## config.mk

```make
export PLATFORM = sky130hd
export DESIGN_NAME = led_blink_pattern_sequencer_unit
export DESIGN_NICKNAME = d
export VERILOG_FILES = /design/src/rtl/lbps_pkg.sv /design/src/rtl/lbps_seq.sv /design/src/rtl/led_blink_pattern_sequencer_unit.sv
export SDC_FILE = /design/constraint.sdc
export NUM_CORES = 1
export LEC_CHECK = 0
export ABC_AREA = 1
export BUFFER_PORTS_ARGS = -buffer_cell sky130_fd_sc_hd__buf_2
export CORE_MARGIN = 4
export CORE_UTILIZATION = 55
export DETAILED_ROUTE_END_ITERATION = 10
export PLACE_DENSITY = 0.77
export SLEW_MARGIN = 20
export SYNTH_ARGS = -nofsm -noshare
export SYNTH_HDL_FRONTEND = slang
export SYNTH_SLANG_ARGS = --single-unit
```

## constraint.sdc

```tcl
create_clock -name clk -period 7.25 [get_ports clk]
set_input_delay 1.0875 -clock clk [delete_from_list [all_inputs] [get_ports clk]]
set_output_delay 1.0875 -clock clk [all_outputs]
set_load 0.02 [all_outputs]
```

## src/rtl/lbps_pkg.sv

```systemverilog
// Package with the shared types and codes of the LED blink pattern sequencer.
package lbps_pkg;

	localparam int unsigned TICK_W = 16;
	localparam int unsigned LOOP_W = 16;
	localparam int unsigned SECT_W = 2;
	localparam int unsigned SCNT_W = 3;
	localparam int unsigned CFG_IDX_W = 3;
	localparam int unsigned CFG_DATA_W = 16;
	localparam int unsigned IN_DATA_W = 8;
	localparam int unsigned IN_USER_W = 2;
	localparam int unsigned OUT_DATA_W = 8;

	// Request kinds carried on the input tuser.
	localparam logic [1:0] REQ_TICK = 2'd0;
	localparam logic [1:0] REQ_START = 2'd1;
	localparam logic [1:0] REQ_STOP = 2'd2;

	// Configuration register indexes.
	localparam logic [CFG_IDX_W-1:0] CFG_SECTION_COUNT = 3'd0;
	localparam logic [CFG_IDX_W-1:0] CFG_SECTION_TICKS_0 = 3'd1;
	localparam logic [CFG_IDX_W-1:0] CFG_SECTION_TICKS_1 = 3'd2;
	localparam logic [CFG_IDX_W-1:0] CFG_SECTION_TICKS_2 = 3'd3;
	localparam logic [CFG_IDX_W-1:0] CFG_SECTION_TICKS_3 = 3'd4;
	localparam logic [CFG_IDX_W-1:0] CFG_LOOP_TOTAL = 3'd5;

	localparam logic [TICK_W-1:0] TICK_MAX = '1;
	localparam logic [LOOP_W-1:0] LOOP_FOREVER = '1;

	typedef struct packed {
		logic [SCNT_W-1:0] section_count;
		logic [3:0][TICK_W-1:0] section_ticks;
		logic [LOOP_W-1:0] loop_total;
	} lbps_cfg_t;

	typedef struct packed {
		logic status;
		logic running;
		logic level_driven;
		logic led_level;
	} lbps_result_t;

endpackage

```

## src/rtl/lbps_seq.sv

```systemverilog
// Run state of the blink pattern and the per-request update logic.
module lbps_seq (
	input  logic                 clk,
	input  logic                 arst_n,
	input  logic                 fire,
	input  logic [1:0]           req_type,
	input  logic                 start_level,
	input  lbps_pkg::lbps_cfg_t  cfg,
	output lbps_pkg::lbps_result_t result
);
	import lbps_pkg::*;

	logic              active_q;
	logic [TICK_W-1:0] tick_count_q;
	logic [SECT_W-1:0] section_index_q;
	logic [LOOP_W-1:0] loop_count_q;
	logic              level_q;
	logic              initial_level_q;

	logic              active_d;
	logic [TICK_W-1:0] tick_count_d;
	logic [SECT_W-1:0] section_index_d;
	logic [LOOP_W-1:0] loop_count_d;
	logic              level_d;
	logic              initial_level_d;
	logic              driven;
	logic              status;

	logic [SCNT_W-1:0] used_sections;
	logic [SCNT_W-1:0] next_section;
	logic [LOOP_W-1:0] loop_inc;
	logic              elapsed;
	logic              wrap;
	logic              last_loop;
	logic [TICK_W-1:0] tick_mid;
	logic [SECT_W-1:0] section_mid;

	always_comb begin
		// Out-of-range section counts clamp to the 1..4 range.
		if (cfg.section_count == '0) begin
			used_sections = SCNT_W'(1);
		end else if (cfg.section_count > SCNT_W'(4)) begin
			used_sections = SCNT_W'(4);
		end else begin
			used_sections = cfg.section_count;
		end
		elapsed = tick_count_q >= cfg.section_ticks[section_index_q];
		next_section = SCNT_W'(section_index_q) + SCNT_W'(1);
		wrap = next_section >= used_sections;
		loop_inc = loop_count_q + LOOP_W'(1);
		last_loop = (loop_inc >= cfg.loop_total) && (cfg.loop_total != LOOP_FOREVER);
		tick_mid = elapsed ? '0 : tick_count_q;
		section_mid = section_index_q;
		if (elapsed) begin
			section_mid = wrap ? '0 : next_section[SECT_W-1:0];
		end
	end

	always_comb begin
		active_d = active_q;
		tick_count_d = tick_count_q;
		section_index_d = section_index_q;
		loop_count_d = loop_count_q;
		level_d = level_q;
		initial_level_d = initial_level_q;
		driven = 1'b0;
		status = 1'b0;
		case (req_type)
			REQ_TICK: begin
				if (active_q) begin
					if (elapsed && wrap) begin
						if (last_loop) begin
							active_d = 1'b0;
							loop_count_d = '0;
						end else begin
							loop_count_d = loop_inc;
						end
					end
					section_index_d = section_mid;
					if (tick_mid == '0) begin
						level_d = (section_mid == '0) ? initial_level_q : ~level_q;
						driven = 1'b1;
					end
					tick_count_d = (tick_mid != TICK_MAX) ? tick_mid + TICK_W'(1) : tick_mid;
				end
			end
			REQ_START: begin
				initial_level_d = start_level;
				if (active_q) begin
					status = 1'b1;
				end else begin
					tick_count_d = '0;
					loop_count_d = '0;
					section_index_d = '0;
					level_d = start_level;
					active_d = 1'b1;
				end
			end
			REQ_STOP: begin
				active_d = 1'b0;
			end
			default: begin
			end
		endcase
		result.led_level = level_d;
		result.level_driven = driven;
		result.running = active_d;
		result.status = status;
	end

	always_ff @(posedge clk or negedge arst_n) begin
		if (!arst_n) begin
			active_q <= 1'b0;
			tick_count_q <= '0;
			section_index_q <= '0;
			loop_count_q <= '0;
			level_q <= 1'b0;
			initial_level_q <= 1'b0;
		end else if (fire) begin
			active_q <= active_d;
			tick_count_q <= tick_count_d;
			section_index_q <= section_index_d;
			loop_count_q <= loop_count_d;
			level_q <= level_d;
			initial_level_q <= initial_level_d;
		end
	end

	// A start always leaves the pattern running.
	a_start_runs: assert property (@(posedge clk) disable iff (!arst_n)
		fire && req_type == REQ_START |=> active_q)
		else $error("start did not leave the pattern running");

	// A stop always halts the pattern.
	a_stop_halts: assert property (@(posedge clk) disable iff (!arst_n)
		fire && req_type == REQ_STOP |=> !active_q)
		else $error("stop did not halt the pattern");

	// A tick while idle leaves the counters and the level alone.
	a_idle_tick: assert property (@(posedge clk) disable iff (!arst_n)
		fire && req_type == REQ_TICK && !active_q
		|=> $stable(tick_count_q) && $stable(level_q) && $stable(section_index_q))
		else $error("idle tick changed the run state");

	// The LED is only driven by a tick of a running pattern.
	a_drive_active: assert property (@(posedge clk) disable iff (!arst_n)
		fire && result.level_driven |-> active_q && req_type == REQ_TICK)
		else $error("LED driven outside a running tick");

endmodule

```

## src/rtl/led_blink_pattern_sequencer_unit.sv

```systemverilog
// Top level of the LED blink pattern sequencer: handshakes, configuration and result register.
//
//  Channel   Direction  Signals                         Payload
//  s_*       in         s_tvalid s_tready s_tdata s_tuser   tuser: req_type; tdata: start_level
//  m_*       out        m_tvalid m_tready m_tdata           led_level, level_driven, running, status
//  cfg_*     in         cfg_valid cfg_ready cfg_index cfg_data  register index and value
//
// Each request is captured in an input stage, processed by the combinational
// sequencer logic and lands in the result register, so the unit sustains one
// request per clock while results are taken. The input stage and the result
// register each hold one request; the input stage hands its request on
// whenever the result register is empty or being drained. When a result waits
// and the input stage is full, s_tready drops until the result is taken. A
// result becomes valid when its request moves from the input stage into the result register.
// Reset clears the run state and loads the configuration defaults (one
// section, zero durations, zero loops). Configuration writes are always
// accepted and take effect at once.
module led_blink_pattern_sequencer_unit (
	input  logic                                 clk,
	input  logic                                 arst_n,
	input  logic                                 s_tvalid,
	output logic                                 s_tready,
	// start_level in bit 0, remaining bits zero
	input  logic [lbps_pkg::IN_DATA_W-1:0]       s_tdata,
	// req_type in bits 1:0
	input  logic [lbps_pkg::IN_USER_W-1:0]       s_tuser,
	output logic                                 m_tvalid,
	input  logic                                 m_tready,
	// led_level bit 0, level_driven bit 1, running bit 2, status bit 3, rest zero
	output logic [lbps_pkg::OUT_DATA_W-1:0]      m_tdata,
	input  logic                                 cfg_valid,
	output logic                                 cfg_ready,
	input  logic [lbps_pkg::CFG_IDX_W-1:0]       cfg_index,
	input  logic [lbps_pkg::CFG_DATA_W-1:0]      cfg_data
);
	import lbps_pkg::*;

	lbps_cfg_t    cfg_q;
	logic         in_valid_s1;
	logic [1:0]   req_type_s1;
	logic         start_level_s1;
	logic         out_valid_q;
	lbps_result_t out_q;
	lbps_result_t result;
	logic         advance;
	logic         in_fire;

	// The input stage hands its request on when the result register can take it.
	assign advance = in_valid_s1 && (!out_valid_q || m_tready);
	assign s_tready = !in_valid_s1 || advance;
	assign in_fire = s_tvalid && s_tready;
	assign cfg_ready = 1'b1;

	always_ff @(posedge clk or negedge arst_n) begin
		if (!arst_n) begin
			cfg_q.section_count <= SCNT_W'(1);
			cfg_q.section_ticks <= '0;
			cfg_q.loop_total <= '0;
		end else if (cfg_valid) begin
			case (cfg_index)
				CFG_SECTION_COUNT: cfg_q.section_count <= cfg_data[SCNT_W-1:0];
				CFG_SECTION_TICKS_0: cfg_q.section_ticks[0] <= cfg_data;
				CFG_SECTION_TICKS_1: cfg_q.section_ticks[1] <= cfg_data;
				CFG_SECTION_TICKS_2: cfg_q.section_ticks[2] <= cfg_data;
				CFG_SECTION_TICKS_3: cfg_q.section_ticks[3] <= cfg_data;
				CFG_LOOP_TOTAL: cfg_q.loop_total <= cfg_data;
				default: begin
				end
			endcase
		end
	end

	// Control bits of the two stages.
	always_ff @(posedge clk or negedge arst_n) begin
		if (!arst_n) begin
			in_valid_s1 <= 1'b0;
			out_valid_q <= 1'b0;
		end else begin
			if (s_tready) begin
				in_valid_s1 <= s_tvalid;
			end
			if (advance) begin
				out_valid_q <= 1'b1;
			end else if (m_tready) begin
				out_valid_q <= 1'b0;
			end
		end
	end

	// Payload registers carry no reset.
	always_ff @(posedge clk) begin
		if (in_fire) begin
			req_type_s1 <= s_tuser;
			start_level_s1 <= s_tdata[0];
		end
		if (advance) begin
			out_q <= result;
		end
	end

	lbps_seq u_seq (
		.clk         (clk),
		.arst_n      (arst_n),
		.fire        (advance),
		.req_type    (req_type_s1),
		.start_level (start_level_s1),
		.cfg         (cfg_q),
		.result      (result)
	);

	assign m_tvalid = out_valid_q;
	assign m_tdata = {(OUT_DATA_W - 4)'(0), out_q.status, out_q.running,
		out_q.level_driven, out_q.led_level};

endmodule
```

# ---- Word level (Yosys, flattened, before mapping)
# Cells that the tools add are included.
dict set report classes {
  muxes 31
  n_eq_ne 12
  bitwise 1
  reduce_logical 25
  addsub 3
  order_cmp 5
}
# operator count
set ops {}
lappend ops {{16-bit 2-to-1 mux} 8}
lappend ops {{16-bit one-hot mux with 2 select lines} 2}
lappend ops {{16-bit by 1-bit adder with 16-bit output (second input constant)} 2}
lappend ops {{16-bit binary-select mux with 2-bit select} 1}
lappend ops {{16-bit greater-or-equal comparator} 2}
lappend ops {{16-bit inequality test (second input constant)} 2}
lappend ops {{16-bit logical NOT} 1}
lappend ops {{2-bit AND reduction} 8}
lappend ops {{1-bit 2-to-1 mux} 11}
lappend ops {{2-bit 2-to-1 mux} 4}
lappend ops {{3-bit by 2-bit equality test with 1-bit output (second input constant)} 2}
lappend ops {{3-bit equality test (second input constant)} 2}
lappend ops {{3-bit logical NOT} 2}
lappend ops {{3-bit 2-to-1 mux} 2}
lappend ops {{5-bit AND reduction} 1}
lappend ops {{1-bit logical AND} 4}
lappend ops {{2-bit logical NOT} 2}
lappend ops {{2-bit by 1-bit inequality test with 1-bit output (second input constant)} 2}
lappend ops {{2-bit one-hot mux with 2 select lines} 1}
lappend ops {{4-bit AND reduction} 1}
lappend ops {{2-bit nonzero test} 2}
lappend ops {{2-bit by 1-bit adder with 3-bit output (second input constant)} 1}
lappend ops {{3-bit by 1-bit equality test with 1-bit output (second input constant)} 1}
lappend ops {{3-bit greater-or-equal comparator} 1}
lappend ops {{10 further kinds} 12}
dict set report word_totals {
  wordCells 97
  input_bits 34
  ff_bits 129
  output_inout_bits 11
}

# ---- Depth between registers and ports, before layout
# Gate-level depths: netlist of run 1.
dict set report depth {
  ltp_word 11
  mapped_depth 29
  mapped_depth_nobuf 27
}

# ---- By module
# A second synthesis of run 1 with hierarchy kept.
dict set report hier_totals {
  cells_unflattened 1000
  hier_area_um2 7672.4
}
# mod cells_each area_per_inst_um2 n_inst seq_area_each_um2
set by_module_without_submodules {}
lappend by_module_without_submodules {lbps_seq 605 4016.4 1 925.9}
lappend by_module_without_submodules {led_blink_pattern_sequencer_unit 395 3656.0 1 2338.5}

# ---- Worst setup path after synthesis of run 1
# No wires, ideal clock.
dict set report synth_timing {
  path_type {reg-to-reg}
  from {register u_seq.section_index_q[0]}
  to {register u_seq.tick_count_q[0]}
  setup_ps 121
  stages_incl_launch_ff 24
  path_slack_ps 3971
  path_buffers 2
  t_arrival_ps 3158
  required_time_ps 7129
  period_less_slack_ps 3279
  cell_sequence {dfrtp_1 > clkbuf_1 > clkinv_1 > clkbuf_1 > nand2_1 > a32o_1 > ha_1 > nand2_1 > nor2_1 > nor2_1 > nand2_1 > nand2_1 > nand2_2 > nand2_4 > nand2_8 > nor2_4 > ha_1 > nand2_1 > nor2_4 > nand2_2 > nor2_2 > nand3_1 > o21ai_1 > o21ai_1}
}
dict set report synth_between {
  elab_chain_cells 8
  word_cells_on_any_way 9
  classes_between {add/sub: 1; order compare: 1; eq/ne: 1; mux: 6}
}
# element line
set synth_lines {}
lappend synth_lines {{from (decl)} lbps_seq.sv:15} ;# logic [SECT_W-1:0] section_index_q;
lappend synth_lines {{from (signal assigned)} lbps_seq.sv:122} ;# section_index_q <= section_index_d;
lappend synth_lines {{16-bit binary-select mux with 2-bit select (*)} lbps_seq.sv:47} ;# elapsed = tick_count_q >= cfg.section_ticks[section_index_q];
lappend synth_lines {{16-bit 2-to-1 mux (implied by the code) (*)} lbps_seq.sv:47}
lappend synth_lines {{16-bit greater-or-equal comparator (*)} lbps_seq.sv:47}
lappend synth_lines {{16-bit 2-to-1 mux (*)} lbps_seq.sv:52} ;# tick_mid = elapsed ? '0 : tick_count_q;
lappend synth_lines {{16-bit by 1-bit adder with 16-bit output or 16-bit inequality test (tied branches)} lbps_seq.sv:84} ;# tick_count_d = (tick_mid != TICK_MAX) ? tick_mid + TICK_W'(1) : tick_mid;
lappend synth_lines {{16-bit 2-to-1 mux (*)} lbps_seq.sv:84}
lappend synth_lines {{16-bit 2-to-1 mux (*)} lbps_seq.sv:70} ;# if (active_q) begin
lappend synth_lines {{16-bit one-hot mux with 2 select lines (*)} lbps_seq.sv:68} ;# case (req_type)
lappend synth_lines {{to (signal assigned)} lbps_seq.sv:121} ;# tick_count_q <= tick_count_d;
lappend synth_lines {{to (decl)} lbps_seq.sv:14} ;# logic [TICK_W-1:0] tick_count_q;
# Mark *: on every way between the ends. The rest lies on a longest branch, timed or not. The select of a mux whose other input is x is not followed.
# A chain may end at the register's enable or synchronous reset.

# ---- Worst setup path in the final report of run 1
dict set report layout_timing {
  from {register u_seq.section_index_q[1]}
  to {register u_seq.tick_count_q[0]}
}
# The elaborated chain is that of the path after synthesis.

==> out/metrics.csv, run 1 <==
metric,value,unit
seqPwrFrac,0.332,
power_density,368,mW/mm²
clk_pin_slew,0.06,ns
die_y,125,µm
slew_violations,0,
drc,0,
setup_viol,0,
drive_above_1_share,0.124,
rsz0062_at_grt,false,
ys_seq_elements,129,
combPwrFrac,0.365,
core_area,0.0133,mm²
crit_top_cell,nand2_1,
dr_total_vias,6299,
critPathArrivalTime,4.54,ns
avgSynthCellArea,8.01,µm²
overflow,0,
final_hold_viol_count,0,
synth_area,0.00751,mm²
holdCritStartpoint,cfg_q[45]$_DFFE_PN0P_,
critical-path-max-stage-delay,0.79,ns
io_buffers,32,
path_class,flip-flop to flip-flop,
first_pass_iters,7,
switching_share,0.384,
skew,0.0109,ns
critPathCaptureType,flip-flop,
hold_class,flip-flop to flip-flop,
critPathSlowestCell,inv_1,
critical_path_required,7.56,ns
avgViaCountPerCell,5.49,
relSlewSlack,0.271,
clockRootBuffer,clkbuf_16,
ir_drop,0.196,mV
yosys_warnings,0,
leakage,4.28,nW
hpwl,12100,µm
layout.nets,1031,
ys_seq_area_frac,0.435,
p_int,1.90,mW
htreeDepth,4,
crit_chain,inv_1 -> o21ai_0 -> o22ai_1 -> ha_1 -> nand2_1 -> nor2_1 -> nor2_1 -> nand2_1 -> nand2_1 -> nand2_2 -> nand2_4 -> nand2_8 -> nor2_4 -> ha_1 -> nand2_1 -> nor2_4 -> nand2_2 -> nor2_2 -> nand3_1 -> o21ai_1 -> o21ai_1,
crit_buf_inv,1,
rr_worst_depth,21,
syn2layout_area_growth,11.8,%
postCtsSetupBuffers,0,
globalplace.congestion,0.940,
ys.flop_type,dfrtp_1,
whs_path_depth,2,
cts_num_sinks,129,
reg2reg_slack,3.02,ns
fp-row-count,42,
track_usage,0.237,
diodes,0,
antenna_found_initial,0,
async_flop_share,0.946,
dieWidth,125,µm
p_sw,1.19,mW
tns,0,ns
p_clk_frac,0.303,
nFillCells,1139,
path_max_fanout,33,
min_period_over_period,0.583,
ioPinCount,45,
synth_largest_area_cell,dfrtp_1,
wl_per_cell,15.6,µm
r2r_end,u_seq.tick_count_q[0]$_DFFE_PN0P_,
cts_tree,yes,
cpLargestDelayFamily,simple AND/OR/NAND/NOR gates,
synth_top_cell_area_share,0.403,
postRouteAntennaNets,0,
clock_path_buffers,2,
rr_startpoint,u_seq.section_index_q[1]$_DFFE_PN0P_,
drt_iter0_markers,566,
grt_max_degree,63,
worst_hold_slack,0.485,ns
min_to,cfg_q[45]$_DFFE_PN0P_,
outcome,completed,
synth-edff-count,7,
fmax,0.236,GHz
cts_resized,0,
wl,17900,µm
clk_latency,0.43,ns
cts_hold_buffers,0,
drv_cap,0,
die_area,0.0156,mm²
start_util,0.565,
synthCells,937,
fin_crit,4.23,ns
start_kind,flip-flop,
grt_pass1_wl,30000,µm
grt_pass1_vias,6181,
yosysUniqueCellTypes,45,
worstMarginPinSlew,1.09,ns
ys_top_cells_by_area,"dfrtp_1 40%, nand2_1 13%, o21ai_0 6.8%",
numCtsBuffers,17,
-- sequential cells by signal, indices dropped and copies added, names as in the netlist --
name,count
u_seq.initial_level_q,1
m_tvalid,1
cfg_q,83
m_tdata,4
req_type_s1,2
u_seq.loop_count_q,16
start_level_s1,1
u_seq.section_index_q,2
u_seq.level_q,1
u_seq.tick_count_q,16
u_seq.active_q,1
in_valid_s1,1
-- placed cells by master (no fill, tap or decap), drive strengths merged --
cell	count
nand2	272
inv	126
dfrtp	121
o21ai	111
nand3	56
nor2	54
ha	39
buf	35
a21oi	33
clkbuf	18
o22ai	17
xor2	15
a32o	15
nand4	10
nor3	10
edfxtp	7
conb	5
o211ai	4
bufinv	4
o21a	3
nand3b	3
clkinv	3
o31ai	2
clkinvlp	2
a21o	1
o311ai	1
o41ai	1
o32ai	1
a211oi	1
dfstp	1
-- metal layers --
layer	global-route usage	up-vias	wire length, µm
met3	0.0540	34	946
met5	0	-	0
met1	0.325	2979	8170
li1	-	3126	-
met4	0.0797	0	338
met2	0.375	160	8420
-- synth_stat cells (6+ instances only) --
cell	n
a21oi_1	33
a32o_1	15
clkbuf_1	24
dfrtp_1	121
edfxtp_1	7
ha_1	39
inv_1	115
nand2_1	266
nand3_1	48
nand3_2	6
nand4_1	9
nor2_1	40
nor2_2	10
nor3_1	7
o21ai_0	102
o21ai_1	8
o22ai_1	7
o22ai_2	10
xor2_1	15
-- area by class of cell --
cell class | instances | area, µm² | area share
inverters | 121 | 457 | 0.0544
multi-input cells | 654 | 3620 | 0.432
repair buffers | 35 | 185 | 0.0221
flip-flops and latches | 129 | 3260 | 0.389
clock buffers | 18 | 439 | 0.0524
clock inverters | 14 | 200 | 0.0239
well taps | 176 | 220 | 0.0263
-- metrics by stage --
step	area, µm²	setup slack [ns]	total power [mW]	util	std cells
3_3_place_gp	7740	3.16	2.08	0.582	1115
3_5_place_dp	7740	3.18	2.13	0.582	1115
4_1_cts	8380	3.10	3.08	0.630	1147
6_report	8390	3.02	3.09	0.631	1147
5_1_grt	8390	2.75	3.31	0.631	1147
2_1_floorplan	7520	3.97	1.86	-	940
-- power groups by stage --
stage / Combinational, mW / Clock (mW) / Sequential (mW)
global placement: 1.06 / 0 / 1.03
global route: 1.29 / 0.979 / 1.04
detailed placement: 1.10 / 0 / 1.03
floorplan: 0.860 / 0 / 0.997
CTS: 1.12 / 0.942 / 1.02
finish: 1.13 / 0.936 / 1.02
-- tightest hold or removal path, delay by kind of cell (launching register included) --
family,cells,cell delay [ns]
AOI/OAI and AO/OA,1,0.06
and+or+nand+nor,1,0.05
DFF,1,0.34
-- how the worst max path moves through the flow --
stage                                          from                                 end  cells past startpoint
2_1_floorplan  u_seq.section_index_q[0]$_DFFE_PN0P_   u_seq.tick_count_q[0]$_DFFE_PN0P_                     23
3_3_place_gp   u_seq.section_index_q[1]$_DFFE_PN0P_   u_seq.tick_count_q[0]$_DFFE_PN0P_                     21
3_5_place_dp   u_seq.section_index_q[1]$_DFFE_PN0P_   u_seq.tick_count_q[8]$_DFFE_PN0P_                     21
4_1_cts        u_seq.section_index_q[1]$_DFFE_PN0P_   u_seq.tick_count_q[0]$_DFFE_PN0P_                     21
5_1_grt        u_seq.section_index_q[1]$_DFFE_PN0P_  u_seq.tick_count_q[14]$_DFFE_PN0P_                     21
6_report       u_seq.section_index_q[1]$_DFFE_PN0P_   u_seq.tick_count_q[0]$_DFFE_PN0P_                     21
-- kinds of logic (layout without fill, tap and decap cells) --
group | Yosys count | count (layout) | share of synthesized area
buffers and inverters | 157 | 188 | 0.0853
and+or+nand+nor | 405 | 405 | 0.242
xor gates and xnor gates | 15 | 15 | 0.0175
DFF | 129 | 129 | 0.435
other | 2 | 5 | 0.00100
adders and majority gates | 39 | 39 | 0.0650
AOI/OAI and AO/OA | 190 | 190 | 0.154
(Power assumes the default switching activity.)
==> inputs of run 2 (changes only) <==
- clock period: 7.25 -> 4.32 ns (I/O delays scaled with it)
==> out/metrics.csv, run 2 (synthesis results as in run 1) <==
metric,value,unit
r2r_end,u_seq.loop_count_q[8]$_DFFE_PN0P_,
cts_tree,yes,
drv_cap,0,
grt_max_degree,74,
rr_worst_depth,21,
relSlewSlack,0.309,
die_area,0.0156,mm²
final_cell_mix,"266 x nand2_1, 121 x dfrtp_1, 115 x inv_1",
io_buffers,32,
start_kind,flip-flop,
skew,0.00891,ns
die_y,125,µm
outcome,completed,
fin_crit,3.87,ns
htreeDepth,4,
clock_path_buffers,2,
cts_hold_buffers,0,
critPathArrivalTime,4.19,ns
final_hold_viol_count,0,
leakage,4.26,nW
first_pass_iters,5,
globalplace.congestion,0.953,
critical_path_required,4.64,ns
drc,0,
avgViaCountPerCell,5.53,
reg_top3,"cfg_q (83), u_seq.loop_count_q (16), u_seq.tick_count_q (16)",
fmax,0.259,GHz
drt_iter0_markers,673,
fp-row-count,42,
hpwl,12000,µm
start_util,0.565,
rsz0062_at_grt,false,
drive_above_1_share,0.118,
path_max_fanout,16,
antenna_found_initial,0,
dieWidth,125,µm
min_period_over_period,0.895,
worstMarginPinSlew,1.03,ns
wl,17600,µm
postRouteAntennaNets,0,
cp-endpoint,u_seq.loop_count_q[8]$_DFFE_PN0P_,
path_class,flip-flop to flip-flop,
worst_hold_slack,0.368,ns
layout_commonest_cell,nand2_1,
grt_pass1_wl,29500,µm
critPathCaptureType,flip-flop,
clk_latency,0.42,ns
wl_per_cell,15.3,µm
diodes,0,
ir_drop,0.378,mV
layout.nets,1034,
track_usage,0.231,
grt_pass1_vias,5991,
hold_class,input pin to asynchronous set/reset pin,
cts_num_sinks,129,
cts_resized,0,
rr_startpoint,u_seq.loop_count_q[0]$_DFFE_PN0P_,
tns,0,ns
clk_pin_slew,0.06,ns
top_register,cfg_q,
numCtsBuffers,17,
setup_viol,0,
clockRootBuffer,clkbuf_16,
largest_reg_flops,83,
reg2reg_slack,0.45,ns
dr_total_vias,6357,
power_density,593,mW/mm²
slew_violations,0,
core_area,0.0133,mm²
ioPinCount,45,
postCtsSetupBuffers,0,
syn2layout_area_growth,11.0,%
overflow,0,
crit_start,u_seq.loop_count_q[0]$_DFFE_PN0P_,
## run 2: stage by stage
step            util  setup slack (ns)  instance area (µm²)  std cells  total power, mW
6_report       0.626             0.452                 8330       1150             4.94
5_1_grt        0.626             0.174                 8330       1150             5.31
4_1_cts        0.626             0.486                 8320       1150             4.95
3_5_place_dp   0.586             0.532                 7790       1118             3.59
3_3_place_gp   0.586             0.567                 7790       1118             3.52
2_1_floorplan      -              1.04                 7520        940             3.12
## run 2: final cells by class
class / instances / area (µm²)
clock inverters: 6 / 57.6
inverters: 121 / 457
clock buffers: 26 / 479
repair buffers: 38 / 233
fillers: 1112 / 4970
multi-input cells: 654 / 3620
well taps: 176 / 220
flip-flops and latches: 129 / 3260
## run 2: metal layers
layer,vias up,GRT usage,wire length [µm]
met5,-,0,0
met4,0,0.0644,244
met3,28,0.0506,1000
met2,203,0.365,8200
met1,3001,0.324,8160
li1,3125,-,-
## run 2: power breakdown
part           internal, mW  switching, mW  total (mW)
logic                 0.725           1.17        1.90
clock network         0.817          0.509        1.33
registers              1.49          0.228        1.72
## run 2: worst min-delay path by stage
stage	from	endpoint	cells past startpoint
floorplan	arst_n	cfg_q[0]$_DFFE_PN0P_	0
global placement	cfg_q[17]$_DFFE_PN0P_	cfg_q[17]$_DFFE_PN0P_	2
detailed placement	cfg_q[24]$_DFFE_PN0P_	cfg_q[24]$_DFFE_PN0P_	2
CTS	s_tdata[0]	start_level_s1$_DFFE_PP_	1
global route	s_tuser[0]	req_type_s1[0]$_DFFE_PP_	1
finish	arst_n	in_valid_s1$_DFFE_PN0N_	1
## run 2: critical path, stage by stage (launching register included)
cell     delay, ns
dfrtp_1       0.43
ha_1          0.21
nand3_1       0.12
nor2_1        0.11
nand2_1       0.10
nor3_2        0.16
nand2_1       0.12
nor2_1        0.17
nand3_1       0.15
nor3_2        0.15
xor2_1        0.22
inv_1         0.08
ha_1          0.28
nand2_1       0.08
inv_1         0.04
nand3_1       0.08
inv_1         0.06
a21oi_1       0.18
nand3_1       0.10
o31ai_1       0.24
nand3_4       0.42
o31ai_1       0.30
==> inputs of run 3 (changes only) <==
- CORE_MARGIN: 4 -> 1.5
==> out/metrics.csv, run 3 (synthesis results as in run 1) <==
metric,value,unit
fin_ws,0.493,ns
globalplace.congestion,0.937,
final_cell_mix,"266 x nand2_1, 121 x dfrtp_1, 115 x inv_1",
critPathCaptureType,flip-flop,
cts_resized,0,
core_area,0.0133,mm²
start_kind,flip-flop,
wl,17500,µm
drt_iter0_markers,431,
avgViaCountPerCell,5.53,
clk_pin_slew,0.06,ns
layout_commonest_cell,nand2_1,
r2r_end,m_tdata[2]$_DFFE_PP_,
drc,0,
wl_per_cell,15.2,µm
postRouteAntennaNets,0,
min_period_over_period,0.886,
clockRootBuffer,clkbuf_16,
critical_path_required,4.47,ns
route.met3.wl,922,µm
dieWidth,120,µm
numCtsBuffers,17,
path_max_fanout,6,
nFillCells,1142,
diodes,0,
start_util,0.565,
rr_startpoint,u_seq.loop_count_q[0]$_DFFE_PN0P_,
multi_input_area,0.00362,mm²
dr_total_vias,6366,
leakage,4.28,nW
setup_viol,0,
ioPinCount,45,
highest_layer,met4,
grt_max_degree,80,
critPathArrivalTime,3.98,ns
hold_class,input pin to asynchronous set/reset pin,
top_register,cfg_q,
largest_reg_flops,83,
tns,0,ns
grt_pass1_wl,29900,µm
critPathSlowestCell,dfrtp_1,
place_ws,0.576,ns
relSlewSlack,0.309,
final_hold_viol_count,0,
fp-row-count,42,
clk_latency,0.43,ns
rr_worst_depth,23,
crit_chain,ha_1 -> nand3_1 -> nor2_1 -> nand2_1 -> nor3_2 -> nand2_1 -> nor2_1 -> nand3_1 -> nor3_2 -> xor2_1 -> inv_1 -> ha_1 -> nand2_1 -> inv_1 -> nand3_1 -> nor3_1 -> nand3_1 -> nand3_1 -> o31ai_1 -> o21ai_0 -> nand2_1 -> nand2_1 -> nand2_1,
layout.nets,1036,
drt-met1-wl,8130,µm
critical-path-max-stage-delay,0.44,ns
rsz0062_at_grt,false,
power_density,601,mW/mm²
syn2layout_area_growth,11.7,%
fmax,0.261,GHz
outcome,completed,
antenna_found_initial,0,
overflow,0,
crit_start,u_seq.loop_count_q[0]$_DFFE_PN0P_,
cts_tree,yes,
fin_util,0.630,
path_class,flip-flop to flip-flop,
power,5.04,mW
slew_violations,0,
drv_cap,0,
die_y,120,µm
reg_top3,"cfg_q (83), u_seq.loop_count_q (16), u_seq.tick_count_q (16)",
ff_latch_area,0.00326,mm²
cp-endpoint,m_tdata[2]$_DFFE_PP_,
track_usage,0.265,
io_buffers,32,
crit_top_cell,nand2_1,
postCtsSetupBuffers,0,
reg2reg_slack,0.49,ns
clock_path_buffers,2,
wl_met2,7900,µm
cts_num_sinks,129,
worstMarginPinSlew,1.03,ns
skew,0.0112,ns
grt_pass1_vias,6109,
cts_hold_buffers,0,
htreeDepth,4,
ir_drop,0.358,mV
fin_crit,3.83,ns
die_area,0.0144,mm²
hpwl,11800,µm
drive_above_1_share,0.120,
first_pass_iters,5,
==> run 3: layer usage <==
| metal | global-route usage | vias up |
|---|---|---|
| li1 | - | 3125 |
| met1 | 0.363 | 3013 |
| met2 | 0.408 | 188 |
| met3 | 0.0542 | 40 |
| met4 | 0.117 | 0 |
| met5 | 0 | - |
==> run 3: how the worst min path moves through the flow <==
stage / startpoint / endpoint / depth (start not counted)
after detailed placement: cfg_q[48]$_DFFE_PN0P_ / cfg_q[48]$_DFFE_PN0P_ / 2
after global routing: arst_n / cfg_q[15]$_DFFE_PN0P_ / 1
after CTS: s_tuser[0] / req_type_s1[0]$_DFFE_PP_ / 1
final: arst_n / u_seq.loop_count_q[4]$_DFFE_PN0P_ / 1
after floorplan: arst_n / cfg_q[0]$_DFFE_PN0P_ / 0
after global placement: cfg_q[32]$_DFFE_PN0P_ / cfg_q[32]$_DFFE_PN0P_ / 2
==> run 3: cell type report <==
type / instances / share of cell area
clock inverters: 4 / 0.00866
flip-flops and latches: 129 / 0.390
inverters: 121 / 0.0545
multi-input cells: 654 / 0.432
clock buffers: 28 / 0.0605
well taps: 176 / 0.0263
repair buffers: 40 / 0.0290
==> run 3: power by group <==
group / switching, mW / total [mW] / leakage [nW] / internal (mW)
clock: 0.513 / 1.42 / 0.279 / 0.910
combinational: 1.18 / 1.90 / 2.38 / 0.720
sequential: 0.221 / 1.71 / 1.63 / 1.49
==> run 3: critical path: cells and delay by family (launching register included) <==
family          cells  cell delay (ns)
buf+inv             2             0.12
compound gates      2             0.38
flops               1             0.44
simple gates       16             1.93
xor+xnor            1             0.20
fa+ha+maj           2             0.49
==> run 3: stage by stage <==
stage               instance area [µm²]  hold WS, ns  cells
floorplan                          7520        0.352    940
detailed placement                 7770        0.471   1119
global route                       8380        0.126   1152
global placement                   7770        0.466   1119
finish                             8380        0.116   1152
CTS                                8350        0.387   1151
